[src/rtl/core/aigg_pkg.sv]
// Shared types and constants for the activity idle/grace gate.
package aigg_pkg;

    localparam int TS_W      = 32;
    localparam int CFG_IDX_W = 2;

    typedef logic [TS_W-1:0] ms_t;
    typedef logic [TS_W:0]   ms_wide_t;

    typedef enum logic [1:0] {
        PH_INTERACTIVE = 2'd0,
        PH_GRACE       = 2'd1,
        PH_INHIBITED   = 2'd2
    } phase_t;

    // Register indexes on the config write port
    localparam logic [CFG_IDX_W-1:0] CFG_GATE_ENABLE    = 2'd0;
    localparam logic [CFG_IDX_W-1:0] CFG_GRACE_WINDOW   = 2'd1;
    localparam logic [CFG_IDX_W-1:0] CFG_IDLE_THRESHOLD = 2'd2;

    // Request command codes
    localparam logic CMD_TICK     = 1'b0;
    localparam logic CMD_ACTIVITY = 1'b1;

    localparam ms_t GRACE_WINDOW_RESET   = 32'd1;
    localparam ms_t IDLE_THRESHOLD_RESET = 32'd1500;

    typedef struct packed {
        logic command;
        ms_t  now_ms;
    } item_t;

    typedef struct packed {
        phase_t phase;
        logic   inhibited;
        logic   interactive;
        ms_t    ms_in_phase;
    } result_t;

    typedef struct packed {
        logic gate_enable;
        ms_t  grace_window_ms;
        ms_t  idle_threshold_ms;
    } cfg_t;

endpackage

[src/rtl/core/aigg_in_stage.sv]
// Input register stage: captures one request per cycle while it is empty or the next stage is ready.
module aigg_in_stage (
    input  logic           clk,
    input  logic           rst_n,
    input  logic           item_valid,
    output logic           item_ready,
    input  aigg_pkg::item_t item_in,
    input  logic           down_ready,
    output logic           stage_valid,
    output aigg_pkg::item_t stage_item
);
    import aigg_pkg::*;

    logic  valid_reg;
    logic  valid_next;
    item_t item_reg;
    logic  fire;
    logic  load;

    assign fire       = valid_reg && down_ready;
    assign item_ready = !valid_reg || down_ready;
    assign load       = item_valid && item_ready;

    always_comb
    begin
        valid_next = valid_reg;
        if (load)
        begin
            valid_next = 1'b1;
        end
        else if (fire)
        begin
            valid_next = 1'b0;
        end
    end

    always_ff @(posedge clk or negedge rst_n)
    begin
        if (!rst_n)
        begin
            valid_reg <= 1'b0;
        end
        else
        begin
            valid_reg <= valid_next;
        end
    end

    always_ff @(posedge clk)
    begin
        if (load)
        begin
            item_reg <= item_in;
        end
    end

    assign stage_valid = valid_reg;
    assign stage_item  = item_reg;

endmodule

[src/rtl/core/aigg_core.sv]
// Gate state registers and the per-request phase update.
module aigg_core (
    input  logic             clk,
    input  logic             rst_n,
    input  aigg_pkg::cfg_t   cfg,
    input  logic             fire,
    input  aigg_pkg::item_t  item,
    output aigg_pkg::result_t res
);
    import aigg_pkg::*;

    phase_t   phase_reg;
    phase_t   phase_next;
    ms_t      last_reg;
    ms_t      last_next;
    ms_wide_t deadline_reg;
    ms_wide_t deadline_next;
    ms_t      entry_reg;
    ms_t      entry_next;
    ms_wide_t quiet;
    ms_t      now;

    assign now   = item.now_ms;
    // Signed quiet time; bit 32 set means time went backwards
    assign quiet = {1'b0, now} - {1'b0, last_reg};

    always_comb
    begin
        phase_next    = phase_reg;
        last_next     = last_reg;
        deadline_next = deadline_reg;
        entry_next    = entry_reg;
        if (item.command == CMD_ACTIVITY)
        begin
            if (!cfg.gate_enable)
            begin
                phase_next    = PH_GRACE;
                deadline_next = '0;
            end
            else
            begin
                last_next = now;
                if (phase_reg != PH_INTERACTIVE)
                begin
                    entry_next = now;
                end
                phase_next    = PH_INTERACTIVE;
                deadline_next = '0;
            end
        end
        else if (cfg.gate_enable)
        begin
            case (phase_reg)
                PH_INTERACTIVE:
                begin
                    if (last_reg != '0 && !quiet[TS_W] &&
                        quiet[TS_W-1:0] >= cfg.idle_threshold_ms)
                    begin
                        phase_next    = PH_GRACE;
                        deadline_next = {1'b0, now} + {1'b0, cfg.grace_window_ms};
                        entry_next    = now;
                    end
                end
                PH_GRACE:
                begin
                    // zero deadline: grace entered while disabled, no timeout
                    if (deadline_reg != '0 && {1'b0, now} >= deadline_reg)
                    begin
                        phase_next = PH_INHIBITED;
                        entry_next = now;
                    end
                end
                default:
                begin
                    phase_next = phase_reg;
                end
            endcase
        end
    end

    always_comb
    begin
        res.phase       = phase_next;
        res.inhibited   = cfg.gate_enable && (phase_next == PH_INHIBITED);
        res.interactive = cfg.gate_enable && (phase_next == PH_INTERACTIVE);
        res.ms_in_phase = '0;
        if (entry_next != '0 && now >= entry_next)
        begin
            res.ms_in_phase = now - entry_next;
        end
    end

    always_ff @(posedge clk or negedge rst_n)
    begin
        if (!rst_n)
        begin
            phase_reg    <= PH_INTERACTIVE;
            last_reg     <= '0;
            deadline_reg <= '0;
            entry_reg    <= '0;
        end
        else if (fire)
        begin
            phase_reg    <= phase_next;
            last_reg     <= last_next;
            deadline_reg <= deadline_next;
            entry_reg    <= entry_next;
        end
    end

endmodule

[src/rtl/core/aigg_out_stage.sv]
// Result register stage: holds one result until the receiver takes it.
module aigg_out_stage (
    input  logic              clk,
    input  logic              rst_n,
    input  logic              load,
    input  aigg_pkg::result_t res_in,
    output logic              up_ready,
    output logic              result_valid,
    input  logic              result_ready,
    output aigg_pkg::result_t res_out
);
    import aigg_pkg::*;

    logic    valid_reg;
    logic    valid_next;
    result_t res_reg;

    assign up_ready = !valid_reg || result_ready;

    always_comb
    begin
        valid_next = valid_reg;
        if (load)
        begin
            valid_next = 1'b1;
        end
        else if (result_ready)
        begin
            valid_next = 1'b0;
        end
    end

    always_ff @(posedge clk or negedge rst_n)
    begin
        if (!rst_n)
        begin
            valid_reg <= 1'b0;
        end
        else
        begin
            valid_reg <= valid_next;
        end
    end

    always_ff @(posedge clk)
    begin
        if (load)
        begin
            res_reg <= res_in;
        end
    end

    assign result_valid = valid_reg;
    assign res_out      = res_reg;

endmodule

[src/rtl/core/activity_idle_grace_gate_top.sv]
// Top level of the activity idle/grace gate.
//
// Usage:
//   Request channel (item_valid/item_ready): command (0 tick, 1 activity)
//   and now_ms timestamp. Result channel (result_valid/result_ready): phase,
//   inhibited, interactive and ms_in_phase, exactly one result per request.
//   Config port: cfg_we with cfg_index/cfg_data writes a register (0 gate_enable,
//   1 grace_window_ms, 2 idle_threshold_ms); index 3
//   is ignored. Write config only while no request is in flight.
// Pipeline and throughput:
//   A request lands in the input register, then the phase update runs in one
//   combinational pass of compares, adds and subtracts into the result
//   register, from which the receiver takes it. One request per cycle
//   sustained while result_ready stays high.
// Stall:
//   When result_ready is low the result register holds; one more request
//   waits in the input register, then item_ready drops. No request is lost.
// Reset:
//   Phase interactive, all timestamps zero (never), no grace deadline,
//   gate enabled, grace window 1 ms, idle threshold 1500 ms.
module activity_idle_grace_gate_top (
    input  logic                          clk,
    input  logic                          rst_n,
    input  logic                          item_valid,
    output logic                          item_ready,
    input  logic                          command,
    input  logic [31:0]                   now_ms,
    output logic                          result_valid,
    input  logic                          result_ready,
    output logic [1:0]                    phase,
    output logic                          inhibited,
    output logic                          interactive,
    output logic [31:0]                   ms_in_phase,
    input  logic                          cfg_we,
    input  logic [aigg_pkg::CFG_IDX_W-1:0] cfg_index,
    input  logic [31:0]                   cfg_data
);
    import aigg_pkg::*;

    cfg_t    cfg_reg;
    cfg_t    cfg_next;
    item_t   item_in;
    item_t   stage_item;
    logic    stage_valid;
    logic    out_up_ready;
    logic    fire;
    result_t core_res;
    result_t out_res;

    // Config registers; a zero grace window is stored as one
    always_comb
    begin
        cfg_next = cfg_reg;
        if (cfg_we)
        begin
            case (cfg_index)
                CFG_GATE_ENABLE:    cfg_next.gate_enable = cfg_data[0];
                CFG_GRACE_WINDOW:   cfg_next.grace_window_ms =
                                        (cfg_data == '0) ? GRACE_WINDOW_RESET : cfg_data;
                CFG_IDLE_THRESHOLD: cfg_next.idle_threshold_ms = cfg_data;
                default:            cfg_next = cfg_reg;
            endcase
        end
    end

    always_ff @(posedge clk or negedge rst_n)
    begin
        if (!rst_n)
        begin
            cfg_reg.gate_enable       <= 1'b1;
            cfg_reg.grace_window_ms   <= GRACE_WINDOW_RESET;
            cfg_reg.idle_threshold_ms <= IDLE_THRESHOLD_RESET;
        end
        else
        begin
            cfg_reg <= cfg_next;
        end
    end

    assign item_in.command = command;
    assign item_in.now_ms  = now_ms;

    // Request moves from input register into the result register
    assign fire = stage_valid && out_up_ready;

    aigg_in_stage u_in_stage (
        .clk         (clk),
        .rst_n       (rst_n),
        .item_valid  (item_valid),
        .item_ready  (item_ready),
        .item_in     (item_in),
        .down_ready  (out_up_ready),
        .stage_valid (stage_valid),
        .stage_item  (stage_item)
    );

    aigg_core u_core (
        .clk   (clk),
        .rst_n (rst_n),
        .cfg   (cfg_reg),
        .fire  (fire),
        .item  (stage_item),
        .res   (core_res)
    );

    aigg_out_stage u_out_stage (
        .clk          (clk),
        .rst_n        (rst_n),
        .load         (fire),
        .res_in       (core_res),
        .up_ready     (out_up_ready),
        .result_valid (result_valid),
        .result_ready (result_ready),
        .res_out      (out_res)
    );

    assign phase       = out_res.phase;
    assign inhibited   = out_res.inhibited;
    assign interactive = out_res.interactive;
    assign ms_in_phase = out_res.ms_in_phase;

endmodule
[config.mk]
export PLATFORM = sky130hd
export DESIGN_NAME = activity_idle_grace_gate_top
export DESIGN_NICKNAME = d
export VERILOG_FILES = /design/src/rtl/core/aigg_pkg.sv /design/src/rtl/core/aigg_in_stage.sv /design/src/rtl/core/aigg_core.sv /design/src/rtl/core/aigg_out_stage.sv /design/src/rtl/core/activity_idle_grace_gate_top.sv
export SDC_FILE = /design/constraint.sdc
export NUM_CORES = 1
export LEC_CHECK = 0
export ABC_AREA = 1
export BUFFER_PORTS_ARGS = -buffer_cell sky130_fd_sc_hd__buf_2
export CAP_MARGIN = 20
export CORE_UTILIZATION = 30
export DETAILED_ROUTE_END_ITERATION = 16
export GPL_TIMING_DRIVEN = 1
export SYNTH_ARGS = -nofsm -noshare
export SYNTH_HDL_FRONTEND = slang
export SYNTH_SLANG_ARGS = --single-unit
[constraint.sdc]
create_clock -name clk -period 7.9 [get_ports clk]
set_clock_uncertainty 0.1 [all_clocks]
set_input_delay 1.58 -clock clk [delete_from_list [all_inputs] [get_ports clk]]
set_output_delay 1.58 -clock clk [all_outputs]
set_load 0.1 [all_outputs]
==> flow_metrics.env <==
export IMPL_coreArea_sq_um=57900
export IMPL_drive_gt1_share_pct=12.7
export IMPL_root_buffer="clkbuf_16"
export IMPL_final_seq_area_sq_um=6240
export IMPL_status="finished, final reports clean"
export IMPL_holdCritStartpoint="cfg_reg[22]"
export IMPL_setup_ws_ns=0.698
export IMPL_synth_edf_count=69
export IMPL_slowest_stage="fa_1"
export IMPL_yosysTopAreaCellShare_pct=22.3
export IMPL_grt_max_degree=71
export IMPL_drc=0
export IMPL_finalHoldViolCount=0
export IMPL_drt_iter0_markers=1284
export IMPL_synth_area_leaders="dfrtp_1, nand2_1, edfxtp_1, ha_1, inv_1"
export IMPL_wirelength_um=54100
export IMPL_antenna_found_initial=4
export IMPL_cts_made_buffers=30
export IMPL_multi_input_area_sq_um=9730
export IMPL_drtAntennaViolNets=0
export IMPL_drtPass1Iterations=6
export IMPL_area_growth_pct=16.8
export IMPL_avgSynthCellArea_sq_um=7.41
export IMPL_wl_per_cell_um=16.3
export IMPL_ios=110
export IMPL_largest_register_ffs=65
export IMPL_critPathMaxFanout=34
export IMPL_cts_tree="done"
export IMPL_fin_nets=2761
export IMPL_ys_ff_latch=235
export IMPL_syn_cell_area_sq_um=17600
export IMPL_place_hpwl_um=41300
export IMPL_place_ws_ns=-0.0346
export IMPL_relSlewSlack_pct=37.4
export IMPL_fill_cells=6223
export IMPL_r2r_end="u_out_stage.res_out[28]"
export IMPL_min_to="cfg_reg[22]"
export IMPL_first_global_vias=15200
export IMPL_routed_via_density=4.85
export IMPL_overflow=0
export IMPL_holdPathStages=2
export IMPL_end_kind="flip-flop"
export IMPL_max_cap_violations=0
export IMPL_tightest_slew_ns=0.933
export IMPL_seq_area_frac_synth_pct=35.4
export IMPL_r2r_slack_ns=0.70
export IMPL_cp_slowest_stage_delay_ns=0.46
export IMPL_setup_violations=0
export IMPL_fin_crit_ns=7.20
export IMPL_fp_dieW_um=245
export IMPL_start_util_pct=30.5
export IMPL_ys_async_sr_fraction_pct=70.6
export IMPL_grt_usage_pct=18.1
export IMPL_syn_nets=2617
export IMPL_io_buffers=109
export IMPL_vias=16100
export IMPL_clkTransAtPathRegs_ns=0.06
export IMPL_dieArea_sq_um=59800
export IMPL_hold_class="flip-flop to flip-flop"
export IMPL_cts_max_level=1
export IMPL_grt_pass1_wl_um=85800
export IMPL_r2r_start="u_in_stage.stage_item[2]"
export IMPL_ir_worst_vdd_uv=306
export IMPL_synth_cell_types=51
export IMPL_path_delay_family="compound AO/OA/AOI/OAI gates"
export IMPL_fin_area_sq_um=20600
export IMPL_synth_top_cell_by_area="dfrtp_1"
export IMPL_rows=88
export IMPL_fin_crit_sh_pct=91.2
export IMPL_postPlaceCellArea_sq_um=19300
export IMPL_critPathRequiredTime_ns=8.15
export IMPL_clock_sinks=235
export IMPL_leakagePower_nw=10.2
export IMPL_max_freq_mhz=139
export IMPL_fp_dieH_um=245
export IMPL_cts_hold_buf=0
export IMPL_arrival_ns=7.45
export IMPL_met3_usage_pct=2.35
export IMPL_crit_type="flip-flop to flip-flop"
export IMPL_clockBufferDepth=3
export IMPL_grtUsageMet1_pct=23.8
export IMPL_place_congestion=0.896
export IMPL_p_per_area_nw_per_um2=441
export IMPL_yosys_warnings=0
export IMPL_reg2regPathDepth=43
export IMPL_insertion_delay_ns=0.59
export IMPL_synth_common_cells="nand2_1, inv_1, o21ai_0"
export IMPL_crit_top_cell="nand2_1"
export IMPL_yosysMostFrequentCell="nand2_1"
export IMPL_power_total_mw=9.08
export IMPL_timing_hold_ws_ns=0.384
export IMPL_synthCells=2382
export IMPL_ys_flop_type="dfrtp_1"
export IMPL_top_usage_layer="met2"
export IMPL_slew_viol_final=0
export IMPL_grt_util_met2_pct=30.2
export IMPL_worst_path_buf_inv=3
export IMPL_crit_path_start_kind="flip-flop"
## per-stage QoR
step,TNS [ns],cells,utilization (%)
2_1_floorplan,0,2382,-
5_1_grt,-0.0185,3317,35.6
6_report,0,3317,35.6
3_5_place_dp,-0.0346,3250,33.4
3_3_place_gp,0,3250,33.4
4_1_cts,0,3306,35.3
## final cells by class
type / instances / area share [%]
Clock buffer: 35 / 3.98
Antenna cell: 2 / 0.0243
Tap cell: 765 / 4.65
Clock inverter: 21 / 1.51
Sequential cell: 235 / 30.3
Inverter: 364 / 6.63
Multi-Input combinational cell: 1710 / 47.2
Timing Repair Buffer: 185 / 5.69
## per-layer routing
| layer | routed length, um | share of wire [%] |
|---|---|---|
| met1 | 23600 | 44 |
| met5 | 18 | 0.033 |
| met2 | 25600 | 47 |
| met3 | 2930 | 5.4 |
| met4 | 1930 | 3.6 |
## worst max path at each step
| stage | cells past startpoint | slack, ns | to | from |
|---|---|---|---|---|
| detailed placement | 47 | -0.03 | u_out_stage.res_out[28] | u_in_stage.stage_item[2] |
| finish | 43 | 0.70 | u_out_stage.res_out[28] | u_in_stage.stage_item[2] |
| global route | 48 | -0.02 | u_out_stage.res_out[26] | u_in_stage.stage_item[2] |
| CTS | 47 | 0.01 | u_out_stage.res_out[28] | u_in_stage.stage_item[2] |
| floorplan | 51 | 0.68 | u_out_stage.res_out[28] | u_in_stage.stage_item[2] |
| global placement | 47 | 0.02 | u_out_stage.res_out[28] | u_in_stage.stage_item[2] |
## timing repair
action	CTS	global route
gates resized for setup	1	17
pin swaps	0	7
setup buffers	0	8
setup endpoints to repair	2	32
## where the power goes
part / switching, mW / internal, mW / total (mW)
combinational: 3.72 / 1.88 / 5.59
sequential: 0.214 / 1.70 / 1.92
clock: 0.595 / 0.974 / 1.57
total: 4.53 / 4.55 / 9.08
## logic make-up after synthesis
group,Yosys count,synth area share [%]
DFF,235,35.4
AOI/OAI and AO/OA,495,15.7
and+or+nand+nor,968,23.3
xor gates and xnor gates,84,4.17
buffers and inverters,437,9.81
adders and majority gates,163,11.7
## worst min-delay path, delay by kind of cell, from the launching register on
family / cells / cell delay, ns
AND/OR/NAND/NOR: 1 / 0.05
AO/OA/AOI/OAI: 1 / 0.06
flip-flops: 1 / 0.34
## cells in the final DEF, fill, tap and decap left out, types with 4 or more instances in the layout
cell type / n
nand2_1: 556
inv_1: 360
o21ai_0: 209
nand3_1: 174
a21oi_1: 167
ha_1: 160
dfrtp_1: 157
nor2_1: 134
buf_2: 108
buf_4: 72
edfxtp_1: 69
xor2_1: 44
xnor2_1: 40
nor2_2: 34
clkbuf_16: 31
o22ai_1: 28
nand4_1: 25
a21oi_2: 18
nor4_1: 15
a31oi_1: 13
a21o_1: 10
nor3_1: 10
dfstp_2: 9
a21boi_0: 7
o21bai_1: 7
o21a_1: 7
bufinv_16: 7
clkinvlp_4: 5
nand2_2: 4
o21ai_1: 4
a21boi_1: 4
(Power assumes the default switching activity.)
